**src/rtl/lcw_pkg.sv**
```systemverilog
// Shared types, constants and helper functions of the LED color wobble generator.
package lcw_pkg;

    // Default parameter values
    localparam int BANKS_DEF      = 4;
    localparam int LEVEL_BITS_DEF = 12;

    // At most this many banks are emitted per tick
    localparam int MAX_RESULTS = 4;

    // Field widths fixed by the stream format
    localparam int FIELD_W = 12;

    // Pipeline geometry: sine unit latency, table stage, last stage
    localparam int SINE_LAT   = 5;
    localparam int TAB_STAGE  = 2 * SINE_LAT;
    localparam int PIPE_DEPTH = TAB_STAGE + 1;

    // Tick counter and inner phase accumulator (count * 4096 / 125)
    localparam logic [17:0] TICK_LAST   = 18'd199999;
    localparam logic [17:0] TICK_WRAP   = 18'd200000;
    localparam logic [6:0]  PH_DEN      = 7'd125;
    localparam logic [6:0]  PH_REM_STEP = 7'd96;
    localparam logic [15:0] PH_STEP     = 16'd32;

    // Per-bank inner phase offset, 104304 reduced to a 16-bit turn fraction
    localparam logic [15:0] BANK_PHASE = 16'd38768;

    // Sine polynomial coefficients (Q14 input, Q15 output)
    localparam logic [15:0] SIN_C1  = 16'd51472;
    localparam logic [14:0] SIN_C3  = 15'd21023;
    localparam logic [11:0] SIN_C5  = 12'd2320;
    localparam logic [14:0] QTR     = 15'd16384;
    localparam logic [14:0] Q15_MAX = 15'h7FFF;

    // Item kinds carried in tuser
    localparam logic OP_WRITE = 1'b0;
    localparam logic OP_TICK  = 1'b1;

    // Configuration register indexes
    localparam logic CFG_MAX_LEVEL = 1'b0;
    localparam logic CFG_MIN_LEVEL = 1'b1;

    // Write check result codes
    typedef enum logic [1:0] {
        ERR_OK   = 2'd0,
        ERR_HIGH = 2'd1,
        ERR_LOW  = 2'd2
    } err_t;

    // Table access for one color lane at the table stage
    typedef struct packed {
        logic               we;
        logic [1:0]         bank;
        logic [FIELD_W-1:0] amp;
        logic [FIELD_W-1:0] off;
    } tab_t;

    // Per-stage control carried alongside the datapath
    typedef struct packed {
        logic               op;
        logic [1:0]         bank;
        logic               last;
        logic [1:0]         color;
        logic [FIELD_W-1:0] amp;
        logic [FIELD_W-1:0] off;
        err_t               err;
        logic               store;
    } meta_t;

    // Outer phase offset per color: 0 red, 1/3 turn green and white, 2/3 blue
    function automatic logic [15:0] color_phase(input logic [1:0] color);
        logic [15:0] ph;
        unique case (color)
            2'd0:    ph = 16'd0;
            2'd1:    ph = 16'd21845;
            2'd2:    ph = 16'd43691;
            default: ph = 16'd21845;
        endcase
        return ph;
    endfunction

endpackage

```
**src/rtl/lcw_sine.sv**
```systemverilog
// Five-stage pipelined Q1.15 sine of a 16-bit turn-fraction angle.
module lcw_sine import lcw_pkg::*; (
    input  logic               aclk,
    input  logic               en,
    input  logic [15:0]        angle,
    output logic signed [15:0] sine
);

    logic [14:0] a_x_reg, b_x_reg, b_x2_reg, c_x2_reg, c_x3_reg, d_x5_reg;
    logic [29:0] b_pa_reg, c_pa_reg, d_pd_reg;
    logic        a_neg_reg, b_neg_reg, c_neg_reg, d_neg_reg;
    logic [15:0] sine_reg;

    logic [14:0] x_next;
    logic [29:0] sq_full, cu_full, fi_full, pn_full;
    logic [30:0] pa_full;
    logic [26:0] p5_full;
    logic [30:0] sum_full;
    logic [16:0] y_full;
    logic [14:0] y_clip;
    logic [15:0] sine_next;

    // Fold the angle into the first quadrant
    assign x_next = angle[14] ? 15'(QTR - {1'b0, angle[13:0]}) : {1'b0, angle[13:0]};

    // Odd powers and their coefficient products, spread across the pipeline stages
    assign sq_full  = 30'(a_x_reg) * 30'(a_x_reg);
    assign pa_full  = 31'(a_x_reg) * 31'(SIN_C1);
    assign cu_full  = 30'(b_x2_reg) * 30'(b_x_reg);
    assign fi_full  = 30'(c_x3_reg) * 30'(c_x2_reg);
    assign pn_full  = 30'(c_x3_reg) * 30'(SIN_C3);
    assign p5_full  = 27'(d_x5_reg) * 27'(SIN_C5);

    // Final sum, scale, clip and sign
    assign sum_full  = {1'b0, d_pd_reg} + {4'b0, p5_full};
    assign y_full    = sum_full[30:14];
    assign y_clip    = (y_full > {2'b0, Q15_MAX}) ? Q15_MAX : y_full[14:0];
    assign sine_next = d_neg_reg ? 16'(16'd0 - {1'b0, y_clip}) : {1'b0, y_clip};

    always_ff @(posedge aclk) begin
        if (en) begin
            a_x_reg   <= x_next;
            a_neg_reg <= angle[15];
            b_x_reg   <= a_x_reg;
            b_x2_reg  <= sq_full[28:14];
            b_pa_reg  <= pa_full[29:0];
            b_neg_reg <= a_neg_reg;
            c_x2_reg  <= b_x2_reg;
            c_x3_reg  <= cu_full[28:14];
            c_pa_reg  <= b_pa_reg;
            c_neg_reg <= b_neg_reg;
            d_x5_reg  <= fi_full[28:14];
            d_pd_reg  <= c_pa_reg - pn_full;
            d_neg_reg <= c_neg_reg;
            sine_reg  <= sine_next;
        end
    end

    assign sine = $signed(sine_reg);

endmodule

```
**config.mk**
```make
export PLATFORM = sky130hd
export DESIGN_NAME = lcw_sine
export DESIGN_NICKNAME = d
export VERILOG_FILES = /design/src/rtl/lcw_pkg.sv /design/src/rtl/lcw_sine.sv
export SDC_FILE = /design/constraint.sdc
export NUM_CORES = 2
export LEC_CHECK = 0
export BUFFER_PORTS_ARGS = -buffer_cell sky130_fd_sc_hd__buf_2
export CELL_PAD_IN_SITES_DETAIL_PLACEMENT = 0
export CELL_PAD_IN_SITES_GLOBAL_PLACEMENT = 1
export CORE_ASPECT_RATIO = 1.2
export CORE_UTILIZATION = 58
export CTS_BUF_LIST = sky130_fd_sc_hd__clkbuf_16
export DETAILED_ROUTE_END_ITERATION = 10
export GPL_ROUTABILITY_DRIVEN = 0
export GPL_TIMING_DRIVEN = 0
export PLACE_DENSITY = 0.95
export SLEW_MARGIN = 10
export SYNTH_ARGS = -nofsm -noshare
export SYNTH_HDL_FRONTEND = slang
export SYNTH_SLANG_ARGS = --single-unit
```
**constraint.sdc**
```tcl
create_clock -name aclk -period 20.2 [get_ports aclk]
set_input_delay 4.04 -clock aclk [delete_from_list [all_inputs] [get_ports aclk]]
set_output_delay 4.04 -clock aclk [all_outputs]
set_load 0.05 [all_outputs]
```
# [Yosys cells after proc, flatten, opt, wreduce, memory -nomap -nowiden]
# Cells that the tools add are included.
[classes] addsub=4 n_mux=3 n_mul=6 order_cmp=1
[op_table] op="multiplier 15 x 15 -> 29 bit" count=3
[op_table] op="adder 30 x 27 -> 31 bit" count=1
[op_table] op="multiplier 15 x 15 -> 30 bit (second input constant)" count=1
[op_table] op="2-to-1 mux 15 bit" count=2
[op_table] op="subtractor 30 bit" count=1
[op_table] op="multiplier 15 x 12 -> 26 bit (second input constant)" count=1
[op_table] op="multiplier 15 x 8 -> 23 bit (second input constant)" count=1
[op_table] op="greater-than comparator 17 x 15 -> 1 bit (second input constant)" count=1
[op_table] op="subtractor 1 x 15 -> 16 bit (first input constant)" count=1
[op_table] op="subtractor 15 x 14 -> 15 bit (first input constant)" count=1
[op_table] op="2-to-1 mux 14 bit" count=1
[word_totals] wordCells=30 register_bits=192 output_inout_bits=16 inputBits=18

# [Longest topological paths before layout]
[depth] depth_word=6 ltp_mapped=31 ltp_nobuf=29

# [Worst setup path before layout]
# No wires, ideal clock.
[synth_timing] path_kind="reg-to-reg" from="reg d_x5_reg[1]" to="reg sine_reg[12] (netlist: sine[12]) (data pin)" required_ns=20.046 setup_time_ns=0.154 t_arrival_ns=6.454 synth_period_minus_slack_ns=6.608 path_buffers=2 path_slack_ns=13.592 path_stages_with_launch=31 cell_sequence="edfxtp_1 > ha_1 > fa_1 > ha_1 > ha_1 > a21oi_1 > nor2b_1 > o21a_1 > nor3_1 > o31ai_1 > o211ai_1 > o21bai_1 > a21oi_1 > xnor2_1 > ha_1 > a21oi_1 > o21bai_1 > a21o_1 > a22o_1 > a31oi_2 > nand2b_1 > o41a_1 > buf_6 > clkbuf_1 > nor2_1 > ha_1 > nand3b_1 > nor4b_1 > nor4b_1 > mux2_2 > o22ai_1"
[synth_between] elab_chain_len=6
[synth_rtl] item="start: declaration" line="lcw_sine.sv:9" rtl="logic [14:0] a_x_reg, b_x_reg, b_x2_reg, c_x2_reg, c_x3_reg, d_x5_reg;"
[synth_rtl] item="start signal: assignment" line="lcw_sine.sv:52" rtl="d_x5_reg <= fi_full[28:14];"
[synth_rtl] item="multiplier 15 x 8 -> 23 bit *" line="lcw_sine.sv:32" rtl="assign p5_full = 27'(d_x5_reg) * 27'(SIN_C5);"
[synth_rtl] item="adder 30 x 27 -> 31 bit *" line="lcw_sine.sv:35" rtl="assign sum_full = {1'b0, d_pd_reg} + {4'b0, p5_full};"
[synth_rtl] item="greater-than comparator 17 x 15 -> 1 bit" line="lcw_sine.sv:37" rtl="assign y_clip = (y_full > {2'b0, Q15_MAX}) ? Q15_MAX : y_full[14:0];"
[synth_rtl] item="2-to-1 mux 15 bit *" line="lcw_sine.sv:37"
[synth_rtl] item="subtractor 1 x 15 -> 16 bit" line="lcw_sine.sv:38" rtl="assign sine_next = d_neg_reg ? 16'(16'd0 - {1'b0, y_clip}) : {1'b0, y_clip};"
[synth_rtl] item="2-to-1 mux 15 bit *" line="lcw_sine.sv:38"
[synth_rtl] item="named net sine_next[12]" line="lcw_sine.sv:21" rtl="logic [15:0] sine_next;"
[synth_rtl] item="end signal: assignment" line="lcw_sine.sv:55" rtl="sine_reg <= sine_next;"
[synth_rtl] item="end: declaration" line="lcw_sine.sv:12" rtl="logic [15:0] sine_reg;"
# The timed path passes the listed nets; every way through them passes the cells marked *.
# A chain may end at the register's enable or synchronous reset.

# [Final worst setup path]
# Ends and elaborated chain as after synthesis.

==> impl_metrics.ini <==
[clock_tree]
cts_made_buffers = 17
clock_insertion_delay_worst_skew_ns = 0.50
postCtsResizedCells = 0
holdBufCountCts = 0
cts_max_path_buffers = 2
clockRootBuffer = clkbuf_16
post-cts-setup-buffers = 0
cts_num_sinks = 184
clkSlewWorstSetupHoldPaths_ns = 0.09
cts_tree = done
cts_max_level = 4

[synthesis]
cell_with_the_most_instances_after_synthesis = inv_1
synthesis.yosys.warnings = 0
synth.yosys.seq_area_share_pct = 15.9
syn_inst = 3414
synth_nets = 4585
syn-cell-area_mm2 = 0.0348
synth_edf_count = 184
synth.distinct_cells = 76
synth.avg_cell_area_um2 = 10.2
yosys.area.top_type_share_pct = 34.0
synth_seq_cells = 184
fraction_of_synthesis_flops_using_an_asynchronous_set_or_reset_pin_pct = 0
synth_largest_area_cell = fa_1
synth_top_flop_cell = edfxtp_1
synthTopCellsByArea = fa_1 (34%), ha_1 (20%), edfxtp_1 (16%)
netlist_top_cells_count = inv_1 (735), fa_1 (591), ha_1 (562)

[timing]
finalCriticalPeriod_ns = 7.73
max_freq_mhz = 129
setup_total_negative_slack_ns = 0
drv_slew = 0
final_min_period_over_clock_period_pct = 38.3
timing.final.setup_violations = 0
unrepaired_setup_endpoints_after_global_routing = false
worst_slew_pin_slew_ns = 1.02
report.final.hold_viol_count = 0
finalClockSkew_ns = 0.0198
maxSlewHeadroom_pct = 31.8

[die]
fp-row-count = 97
pin_count = 34
chipHeight_um = 270
core_region_area_mm2 = 0.0587
dieArea_mm2 = 0.0609
start_util_pct = 59.2
die_w_um = 225

[grt]
grt_antenna_before_repair = 0
grt_use_total_pct = 27.0
first_global_vias = 25600
grt-ovfl-total = 0
grt_max_degree = 110
grt_pass1_wl_um = 128000

[run_status]
status = finished clean

[final_layout]
num-fill-cells = 4875
area_growth_syn_to_layout_pct = 5.22
layout-drive-gt1-share_pct = 2.73
final_net_count = 4638
antenna_fix_cells = 0
postLayoutCoreUtil_pct = 62.3

[placed_design]
place_hpwl_um = 63800
port_buffer_cells = 33

[drt]
postRouteWirelength_um = 76100
detail_route.iter0.violations = 1220
dr_total_vias = 23300
detail_route.drc_violations = 0
route.antenna.remaining_nets = 0
detail_route.wl_per_cell_um = 17.8
drt_pass1_iterations = 5
viasPerCell = 5.45

[hold_path]
min_delay_src = b_pa_reg[18]$_DFFE_PP_
hp-class = flop to flop
min_delay_path_depth = 0
worstHoldEndpoint = c_pa_reg[18]$_DFFE_PP_

[setup_path]
worst-r2r-setup-slack_ns = 12.47
worstSetupPathType = flop to flop
critical_path.top_delay_family = compound AO/OA/AOI/OAI gates
worst_path_most_repeated_cell = ha_1
reg2reg_from = d_x5_reg[1]$_DFFE_PP_
timing.critical_path.slowest_cell_delay_ns = 0.53
cp_data_arrival_time_ns = 8.07
cp_slowest_cell = nor4b_1
critPathBufInv = 2
r2r_cells = 29
setup.worst_path.end_class = flop
crit_path_max_fanout = 10
terminus_of_the_critical_flop_to_flop_path = sine[12]$_DFFE_PP_
critical_path_required_ns = 20.54
worstSetupStartpointType = flop

[job]
maxCapViolations = 0
worst reg2reg max path: cells and delay by family, from the launching register on:
kind                       cells  cell delay (ns)
AOI/OAI and AO/OA             10             2.18
adders and majority gates      6             1.96
and+or+nand+nor                9             1.95
DFF                            1             0.47
muxes                          1             0.38
buffers and inverters          2             0.37
xor gates and xnor gates       1             0.27
kinds of logic after synthesis:
family | synth area share (%)
AND/OR/NAND/NOR | 11.7
XOR/XNOR | 3.28
adder cells (fa/ha/maj) | 54.3
multiplexers | 0.310
AO/OA/AOI/OAI | 5.64
flip-flops | 15.9
buffers and inverters | 8.87
area by class of cell:
type | instances | area (µm²) | share of cell area (%)
sequential | 184 | 5530 | 15.1
inverter | 736 | 2760 | 7.55
multi-input combinational | 2415 | 26100 | 71.5
clock buffer | 17 | 425 | 1.16
timing repair buffer | 34 | 203 | 0.554
clock inverter | 15 | 195 | 0.534
tap | 792 | 991 | 2.71
buffer | 79 | 322 | 0.879
layout by cell type (no fill, tap or decap), drive strengths merged, types with 42 or more instances in the layout:
master / instances
o21ai: 42
nor2: 117
edfxtp: 184
xnor2: 99
a21oi: 78
and2: 215
inv: 742
ha: 562
nand2: 341
clkbuf: 89
fa: 591
metrics by stage:
step | hold slack, ns | area, µm² | cells | setup slack (ns)
6_report | 0.418 | 36600 | 4272 | 12.47
5_1_grt | 0.423 | 36600 | 4272 | 11.95
4_1_cts | 0.421 | 36600 | 4272 | 12.46
3_5_place_dp | 0.405 | 35900 | 4240 | 12.51
3_3_place_gp | 0.401 | 35900 | 4239 | 12.47
2_1_floorplan | 0.400 | 34800 | 3414 | 13.59
layer usage:
metal / track usage, % / part of all wire [%] / up-vias
met4: 14.5 / 5.5 / 0
met2: 48.0 / 51 / 654
met3: 3.43 / 5.0 / 232
li1: - / - / 10900
met5: 0 / 0 / -
met1: 31.6 / 38 / 11500
how the worst max path moves through the flow:
| stage | startpoint | endpoint | slack (ns) | cells past startpoint |
|---|---|---|---|---|
| after floorplan | d_x5_reg[1]$_DFFE_PP_ | sine[12]$_DFFE_PP_ | 13.59 | 30 |
| after global placement | d_x5_reg[1]$_DFFE_PP_ | sine[12]$_DFFE_PP_ | 12.47 | 30 |
| after detailed placement | d_x5_reg[1]$_DFFE_PP_ | sine[12]$_DFFE_PP_ | 12.51 | 30 |
| after CTS | d_x5_reg[1]$_DFFE_PP_ | sine[12]$_DFFE_PP_ | 12.46 | 30 |
| after global routing | c_x3_reg[8]$_DFFE_PP_ | d_x5_reg[14]$_DFFE_PP_ | 11.95 | 21 |
| final | d_x5_reg[1]$_DFFE_PP_ | sine[12]$_DFFE_PP_ | 12.47 | 29 |
Power is left out: the tool's default activity adds up to more than one toggle a clock period on the data nets, which glitch-free logic cannot reach.
