**config.mk**
```make
export PLATFORM = sky130hd
export DESIGN_NAME = lcw_lane
export DESIGN_NICKNAME = d
export VERILOG_FILES = /design/src/rtl/lcw_pkg.sv /design/src/rtl/lcw_sine.sv /design/src/rtl/lcw_lane.sv
export SDC_FILE = /design/constraint.sdc
export NUM_CORES = 2
export LEC_CHECK = 0
export BUFFER_PORTS_ARGS = -buffer_cell sky130_fd_sc_hd__buf_4
export CORE_UTILIZATION = 50
export CTS_BUF_LIST = sky130_fd_sc_hd__clkbuf_16
export DETAILED_ROUTE_END_ITERATION = 12
export PLACE_DENSITY = 0.69
export SYNTH_ARGS = -nofsm -noshare
export SYNTH_HDL_FRONTEND = slang
export SYNTH_SLANG_ARGS = --single-unit
```
**constraint.sdc**
```tcl
create_clock -name aclk -period 14.9 [get_ports aclk]
set_input_delay 2.98 -clock aclk [delete_from_list [all_inputs] [get_ports aclk]]
set_output_delay 2.98 -clock aclk [all_outputs]
set_load 0.01 [all_outputs]
```
**src/rtl/lcw_pkg.sv**
```systemverilog
// Shared types, constants and helper functions of the LED color wobble generator.
package lcw_pkg;

    // Default parameter values
    localparam int BANKS_DEF      = 4;
    localparam int LEVEL_BITS_DEF = 12;

    // At most this many banks are emitted per tick
    localparam int MAX_RESULTS = 4;

    // Field widths fixed by the stream format
    localparam int FIELD_W = 12;

    // Pipeline geometry: sine unit latency, table stage, last stage
    localparam int SINE_LAT   = 5;
    localparam int TAB_STAGE  = 2 * SINE_LAT;
    localparam int PIPE_DEPTH = TAB_STAGE + 1;

    // Tick counter and inner phase accumulator (count * 4096 / 125)
    localparam logic [17:0] TICK_LAST   = 18'd199999;
    localparam logic [17:0] TICK_WRAP   = 18'd200000;
    localparam logic [6:0]  PH_DEN      = 7'd125;
    localparam logic [6:0]  PH_REM_STEP = 7'd96;
    localparam logic [15:0] PH_STEP     = 16'd32;

    // Per-bank inner phase offset, 104304 reduced to a 16-bit turn fraction
    localparam logic [15:0] BANK_PHASE = 16'd38768;

    // Sine polynomial coefficients (Q14 input, Q15 output)
    localparam logic [15:0] SIN_C1  = 16'd51472;
    localparam logic [14:0] SIN_C3  = 15'd21023;
    localparam logic [11:0] SIN_C5  = 12'd2320;
    localparam logic [14:0] QTR     = 15'd16384;
    localparam logic [14:0] Q15_MAX = 15'h7FFF;

    // Item kinds carried in tuser
    localparam logic OP_WRITE = 1'b0;
    localparam logic OP_TICK  = 1'b1;

    // Configuration register indexes
    localparam logic CFG_MAX_LEVEL = 1'b0;
    localparam logic CFG_MIN_LEVEL = 1'b1;

    // Write check result codes
    typedef enum logic [1:0] {
        ERR_OK   = 2'd0,
        ERR_HIGH = 2'd1,
        ERR_LOW  = 2'd2
    } err_t;

    // Table access for one color lane at the table stage
    typedef struct packed {
        logic               we;
        logic [1:0]         bank;
        logic [FIELD_W-1:0] amp;
        logic [FIELD_W-1:0] off;
    } tab_t;

    // Per-stage control carried alongside the datapath
    typedef struct packed {
        logic               op;
        logic [1:0]         bank;
        logic               last;
        logic [1:0]         color;
        logic [FIELD_W-1:0] amp;
        logic [FIELD_W-1:0] off;
        err_t               err;
        logic               store;
    } meta_t;

    // Outer phase offset per color: 0 red, 1/3 turn green and white, 2/3 blue
    function automatic logic [15:0] color_phase(input logic [1:0] color);
        logic [15:0] ph;
        unique case (color)
            2'd0:    ph = 16'd0;
            2'd1:    ph = 16'd21845;
            2'd2:    ph = 16'd43691;
            default: ph = 16'd21845;
        endcase
        return ph;
    endfunction

endpackage

```
**src/rtl/lcw_sine.sv**
```systemverilog
// Five-stage pipelined Q1.15 sine of a 16-bit turn-fraction angle.
module lcw_sine import lcw_pkg::*; (
    input  logic               aclk,
    input  logic               en,
    input  logic [15:0]        angle,
    output logic signed [15:0] sine
);

    logic [14:0] a_x_reg, b_x_reg, b_x2_reg, c_x2_reg, c_x3_reg, d_x5_reg;
    logic [29:0] b_pa_reg, c_pa_reg, d_pd_reg;
    logic        a_neg_reg, b_neg_reg, c_neg_reg, d_neg_reg;
    logic [15:0] sine_reg;

    logic [14:0] x_next;
    logic [29:0] sq_full, cu_full, fi_full, pn_full;
    logic [30:0] pa_full;
    logic [26:0] p5_full;
    logic [30:0] sum_full;
    logic [16:0] y_full;
    logic [14:0] y_clip;
    logic [15:0] sine_next;

    // Fold the angle into the first quadrant
    assign x_next = angle[14] ? 15'(QTR - {1'b0, angle[13:0]}) : {1'b0, angle[13:0]};

    // Odd powers and their coefficient products, spread across the pipeline stages
    assign sq_full  = 30'(a_x_reg) * 30'(a_x_reg);
    assign pa_full  = 31'(a_x_reg) * 31'(SIN_C1);
    assign cu_full  = 30'(b_x2_reg) * 30'(b_x_reg);
    assign fi_full  = 30'(c_x3_reg) * 30'(c_x2_reg);
    assign pn_full  = 30'(c_x3_reg) * 30'(SIN_C3);
    assign p5_full  = 27'(d_x5_reg) * 27'(SIN_C5);

    // Final sum, scale, clip and sign
    assign sum_full  = {1'b0, d_pd_reg} + {4'b0, p5_full};
    assign y_full    = sum_full[30:14];
    assign y_clip    = (y_full > {2'b0, Q15_MAX}) ? Q15_MAX : y_full[14:0];
    assign sine_next = d_neg_reg ? 16'(16'd0 - {1'b0, y_clip}) : {1'b0, y_clip};

    always_ff @(posedge aclk) begin
        if (en) begin
            a_x_reg   <= x_next;
            a_neg_reg <= angle[15];
            b_x_reg   <= a_x_reg;
            b_x2_reg  <= sq_full[28:14];
            b_pa_reg  <= pa_full[29:0];
            b_neg_reg <= a_neg_reg;
            c_x2_reg  <= b_x2_reg;
            c_x3_reg  <= cu_full[28:14];
            c_pa_reg  <= b_pa_reg;
            c_neg_reg <= b_neg_reg;
            d_x5_reg  <= fi_full[28:14];
            d_pd_reg  <= c_pa_reg - pn_full;
            d_neg_reg <= c_neg_reg;
            sine_reg  <= sine_next;
        end
    end

    assign sine = $signed(sine_reg);

endmodule

```
**src/rtl/lcw_lane.sv**
```systemverilog
// One color lane: outer sine, per-bank amplitude/offset table and level scaling.
module lcw_lane import lcw_pkg::*; #(
    parameter int BANKS      = BANKS_DEF,
    parameter int LEVEL_BITS = LEVEL_BITS_DEF
) (
    input  logic                aclk,
    input  logic                aresetn,
    input  logic                en,
    input  logic signed [15:0]  s1,
    input  logic [15:0]         phase_off,
    input  tab_t                tab,
    output logic [FIELD_W-1:0]  level
);

    localparam int DEPTH = (BANKS < MAX_RESULTS) ? BANKS : MAX_RESULTS;
    localparam int AW    = (LEVEL_BITS < FIELD_W) ? LEVEL_BITS : FIELD_W;
    localparam int SAT_W = (LEVEL_BITS < 14) ? LEVEL_BITS : 14;
    localparam logic [13:0] SAT_MAX = 14'((32'd1 << SAT_W) - 32'd1);

    logic [AW-1:0]      amp_tab_reg [DEPTH];
    logic [AW-1:0]      off_tab_reg [DEPTH];
    logic [12:0]        prod_reg;
    logic [FIELD_W-1:0] off_reg;

    logic [15:0]        outer_ang;
    logic signed [15:0] s2;
    logic [AW-1:0]      rd_amp, rd_off;
    logic [15:0]        bias;
    logic [27:0]        prod_full;
    logic [13:0]        sum;
    logic [13:0]        sat;

    // Outer angle: inner sine plus color phase, modulo one turn
    assign outer_ang = $unsigned(s1) + phase_off;

    lcw_sine u_sine (
        .aclk  (aclk),
        .en    (en),
        .angle (outer_ang),
        .sine  (s2)
    );

    // Table entry write, cleared to zero by reset
    always_ff @(posedge aclk) begin
        if (!aresetn) begin
            for (int e = 0; e < DEPTH; e++) begin
                amp_tab_reg[e] <= '0;
                off_tab_reg[e] <= '0;
            end
        end else if (en && tab.we) begin
            for (int e = 0; e < DEPTH; e++) begin
                if (tab.bank == 2'(e)) begin
                    amp_tab_reg[e] <= tab.amp[AW-1:0];
                    off_tab_reg[e] <= tab.off[AW-1:0];
                end
            end
        end
    end

    // Table read for the bank at the table stage
    always_comb begin
        rd_amp = '0;
        rd_off = '0;
        for (int e = 0; e < DEPTH; e++) begin
            if (tab.bank == 2'(e)) begin
                rd_amp = amp_tab_reg[e];
                rd_off = off_tab_reg[e];
            end
        end
    end

    // amp * (32768 + s2): the bias is s2 with its sign bit flipped
    assign bias      = {~s2[15], s2[14:0]};
    assign prod_full = 28'(rd_amp) * 28'(bias);

    always_ff @(posedge aclk) begin
        if (en) begin
            prod_reg <= prod_full[27:15];
            off_reg  <= FIELD_W'(rd_off);
        end
    end

    // Add offset and saturate to the level range
    assign sum   = {1'b0, prod_reg} + {2'b0, off_reg};
    assign sat   = (sum > SAT_MAX) ? SAT_MAX : sum;
    assign level = sat[FIELD_W-1:0];

endmodule
```
# --- After elaboration in Yosys (flattened, before gate mapping) ---
# Memory sizes are Yosys's and may differ from the RTL's.
# Index checks and enable logic that the tools add are counted.
totals:
  output_inout_bits: 12
  in_bits: 62
  ramBits: 96
  wordCells: 86
  ff_bits: 217
  n_memories: 2
memory_table:
  columns: ["memory", "depth", "width", "rd", "rd_ports_with_merged_regs", "wr", "line_no", "text"]
  rows:
  - ["amp_tab_reg", 4, 12, 4, 0, 4, "lcw_lane.sv:20", "logic [AW-1:0] amp_tab_reg [DEPTH];"]
  - ["off_tab_reg", 4, 12, 4, 0, 4, "lcw_lane.sv:21", "logic [AW-1:0] off_tab_reg [DEPTH];"]
classes:
  bitwise: 9
  n_addsub: 6
  eq_ne: 3
  muxes: 37
  reduce_logical: 2
  n_lt_le_gt_ge: 2
  n_mul: 7
op_table:
  columns: ["operator", "n"]
  rows:
  - ["2-to-1 mux 12 bit", 17]
  - ["multiplier 15 x 15 -> 29 bit", 3]
  - ["adder 30 x 27 -> 31 bit", 1]
  - ["multiplier 15 x 15 -> 30 bit (second input constant)", 1]
  - ["2-to-1 mux 15 bit", 2]
  - ["subtractor 30 bit", 1]
  - ["multiplier 12 x 16 -> 28 bit", 1]
  - ["multiplier 15 x 12 -> 26 bit (second input constant)", 1]
  - ["multiplier 15 x 8 -> 23 bit (second input constant)", 1]
  - ["greater-than comparator 17 x 15 -> 1 bit (second input constant)", 1]
  - ["2-to-1 mux 1 bit", 17]
  - ["adder 16 bit", 1]
  - ["subtractor 1 x 15 -> 16 bit (first input constant)", 1]
  - ["subtractor 15 x 14 -> 15 bit (first input constant)", 1]
  - ["adder 13 x 12 -> 14 bit", 1]
  - ["greater-than comparator 14 x 12 -> 1 bit (second input constant)", 1]
  - ["2-to-1 mux 14 bit", 1]
  - ["OR 1 bit", 8]
  - ["== test 2 bit (second input constant)", 2]
  - ["== test 2 x 1 -> 1 bit (second input constant)", 1]
  - ["zero test 2 bit", 1]
  - ["logical AND 1 bit", 1]
  - ["inverter 1 bit", 1]

# --- Depth between registers and ports, before layout ---
depth:
  ltp_word: 6
  ltp_mapped: 27
  mapped_depth_nobuf: 27

# --- Hierarchy ---
# Synthesis repeated with hierarchy kept, for this count alone.
unflattened:
  cells_unflattened: 4499
  hier_area_um2: 46489.6
modules_own_cells:
  columns: ["module", "area_each_um2", "n_inst", "cells_per_inst", "seq_area_each_um2"]
  rows:
  - ["lcw_sine", 34684.5, 1, 3399, 5525.3]
  - ["lcw_lane", 11805.1, 1, 1100, 3633.5]

# --- Least setup slack after synthesis ---
# No wires, ideal clock.
synth_timing:
  path_type: "in2reg"
  start: "in tab[25] (netlist name)"
  end: "reg prod_reg[12] (data pin)"
  stages: 23
  setup_ps: 135
  required_time_ps: 14765
  t_arrival_ps: 9038
  slack_ps: 5726
  path_buffers: 3
  cell_sequence: "clkbuf_1 -> buf_1 -> mux4_2 -> clkbuf_1 -> nand2_1 -> fa_1 -> inv_1 -> fa_1 -> inv_1 -> fa_1 -> inv_1 -> fa_1 -> fa_1 -> ha_1 -> a21oi_1 -> nor2_1 -> a211oi_1 -> a31oi_2 -> a311o_1 -> o311ai_4 -> a21oi_2 -> or3_1 -> nand3_1"
synth_between:
  elab_chain_len: 6
  word_cells_on_any_way: 9
  classes_between: "mul (1); eq/ne (3); mux (4); reduce/logical (1)"
synth_lines:
  columns: ["item", "line_no", "text"]
  rows:
  - ["start, declared", "lcw_lane.sv:11", "input tab_t tab,"]
  - ["zero test 2 bit", "lcw_lane.sv:65", "if (tab.bank == 2'(e)) begin"]
  - ["2-to-1 mux 12 bit (3 in series)", "lcw_lane.sv:65", null]
  - ["2-to-1 mux 12 bit (*)", "lcw_lane.sv:65", null]
  - ["multiplier 12 x 16 -> 28 bit (*)", "lcw_lane.sv:74", "assign prod_full = 28'(rd_amp) * 28'(bias);"]
  - ["via prod_full[27]", "lcw_lane.sv:29", "logic [27:0] prod_full;"]
  - ["end signal, assigned", "lcw_lane.sv:78", "prod_reg <= prod_full[27:15];"]
  - ["end, declared", "lcw_lane.sv:22", "logic [12:0] prod_reg;"]
# Mark *: on every way through the listed nets, which the timed path passes. The rest lies on a longest branch.
# A chain may end at the register's enable or synchronous reset.

# --- Final worst setup path ---
layout_timing:
  start: "in tab[24] (netlist name)"
  end: "reg prod_reg[9] (data pin)"
# Same word-level chain as after synthesis.

==> impl_metrics.py <==
metrics = {
    "run_status": {
        "outcome": "finished, final reports clean",
    },
    "cts": {
        "cts.clk_slew.worst_paths_ns": 0.06,
        "cts-root-buf": "clkbuf_16",
        "cts_buffer_depth": 3,
        "cts_tree": "yes",
        "ctsResizeCount": 0,
        "cts_hold_buf": 0,
        "h-tree-depth": 2,
        "numCtsBuffers": 38,
        "postCtsSetupRepairBufs": 0,
        "cts.sinks": 305,
        "clkLatencyLatePin_ns": 0.58,
    },
    "yosys": {
        "netlist_area_sq_mm": 0.0464,
        "synth_warnings": 0,
        "synth_flop_cell": "edfxtp_1",
        "synthCells": 4496,
        "synth_nets": 5944,
        "synth-seq-cells": 305,
        "synth_seq_area_share": 0.197,
        "synth_edf_count": 305,
        "avgSynthCellArea_sq_um": 10.3,
        "synthArstFlopShare": 0,
        "ys_types": 84,
    },
    "sta": {
        "rsz0062_at_grt": "no",
        "timing.final.crit_share": 0.611,
        "max-slew-margin-rel": 0.307,
        "skew_ns": 0.0371,
        "finalSetupTns_ns": 0,
        "worst_slew_pin_slew_ns": 1.04,
        "period_minus_slack_ns": 9.10,
        "report.final.slew_viol_count": 0,
        "fmax_mhz": 110,
        "setup_viol": 0,
        "final-hold-violation-count": 0,
    },
    "place": {
        "placed_cell_area_sq_mm": 0.0483,
        "port_buffers": 73,
        "routabilityCongestion": 0.846,
        "post-dp-hpwl_mm": 76.2,
    },
    "floorplan": {
        "ios": 74,
        "die_x_microns": 307,
        "fp.coreArea_sq_mm": 0.0918,
        "die_area_sq_mm": 0.0941,
        "die_h_microns": 307,
        "start_util": 0.506,
        "num_rows": 111,
    },
    "worst_setup_path": {
        "startpoint_type": "primary input",
        "slowest_delay_ns": 0.76,
        "critPathSlowestCell": "mux4_2",
        "arrival_ns": 9.40,
        "cpMostUsedCell": "fa_1",
        "worst_setup_path_end_kind": "register",
        "cp_data_required_time_ns": 15.20,
        "crit_fanout": 29,
        "path_cells": "buf_4 -> mux4_2 -> and2_1 -> fa_1 -> inv_1 -> fa_1 -> fa_1 -> fa_1 -> inv_1 -> fa_1 -> ha_1 -> nand4_1 -> nor4_1 -> nand4_2 -> a31oi_2 -> a311o_1 -> o311ai_4 -> a21boi_0 -> nor2_1 -> xnor2_1",
        "path_class": "primary input to register",
    },
    "route": {
        "routed_wl_mm": 99.1,
        "drt_iter0_drc": 1653,
        "vias_per_cell": 5.26,
        "ant_nets": 0,
        "drc": 0,
        "num_vias": 30500,
        "wl_per_cell_microns": 17.1,
        "dr.pass1.iters": 6,
    },
    "grt": {
        "track_usage": 0.220,
        "grt_start_max_net_pins": 85,
        "antenna_found_initial": 2,
        "grt_overflow": 0,
        "grt_pass1_vias": 32400,
        "grt_first_pass_wirelength_mm": 167,
    },
    "finish": {
        "final_area_sq_mm": 0.0496,
        "syn_to_final_growth_pct": 6.77,
        "most-common-layout-cells": "899 x inv_1, 733 x fa_1, 653 x ha_1",
        "drive_above_1_share": 0.0489,
        "nets": 5962,
        "final_common_cell": "inv_1",
    },
    "worst_hold_path": {
        "hp-class": "register to register",
    },
    "flow_run": {
        "max-cap-violations": 0,
    },
}
==> through the flow <==
step / utilization / setup WS, ns / cells / hold slack [ns]
floorplan: - / 5.73 / 4496 / 0.400
global placement: 0.526 / 5.30 / 5717 / 0.401
detailed placement: 0.526 / 5.21 / 5717 / 0.405
CTS: 0.540 / 5.79 / 5787 / 0.416
global route: 0.540 / 5.43 / 5789 / 0.426
finish: 0.540 / 5.80 / 5790 / 0.415
==> critical path, delay by kind of cell <==
kind	cells	cell delay, ns
buffers and inverters	3	0.54
AND/OR/NAND/NOR	5	1.03
XOR/XNOR	1	0.14
multiplexers	1	0.76
AO/OA/AOI/OAI	4	1.14
adder cells (fa/ha/maj)	6	2.78
==> cell usage after synthesis (48+ instances only) <==
library cell / number / area, sq um
a21oi_1: 98 / 490
and2_1: 361 / 2260
clkbuf_1: 106 / 398
edfxtp_1: 305 / 9160
fa_1: 733 / 14700
ha_1: 653 / 8170
inv_1: 889 / 3340
nand2_1: 499 / 1870
nand3_1: 48 / 240
nor2_1: 142 / 533
nor3_1: 49 / 245
o21ai_0: 62 / 310
xnor2_1: 125 / 1090
xor2_1: 49 / 429
==> layout make-up <==
class	instances	area, sq um
inverter	890	3340
multi-input combinational	3181	33500
tap	1243	1560
timing repair buffer	98	743
sequential	305	9160
antenna	3	7.51
fill	7984	42200
clock buffer	39	976
clock inverter	31	278
==> per-layer routing <==
layer,GRT usage,vias up,part of all wire
li1,-,14400,-
met1,0.296,15300,0.44
met2,0.385,644,0.50
met3,0.0221,131,0.041
met4,0.0465,0,0.018
met5,0,-,0
==> cells by family after synthesis <==
family | share of synthesized area
buffers and inverters | 0.0823
AO/OA/AOI/OAI | 0.0516
flip-flops | 0.197
XOR/XNOR | 0.0328
multiplexers | 0.0133
AND/OR/NAND/NOR | 0.131
adder cells (fa/ha/maj) | 0.492
==> path summary, 6_finish.rpt <==
check | cells past startpoint | start | endpoint | slack, ns
worst max-delay path | 20 | tab[24] | prod_reg[9] | 5.80
worst max register to register | 21 | u_sine.a_x_reg[8] | u_sine.b_x2_reg[14] | 7.02
worst min-delay path | 0 | u_sine.b_pa_reg[27] | u_sine.c_pa_reg[27] | 0.42
worst min register to register | 0 | u_sine.b_pa_reg[27] | u_sine.c_pa_reg[27] | 0.42
Power is not shown: default switching activity piles up to over one toggle a cycle in this logic, so the estimate is an artifact.
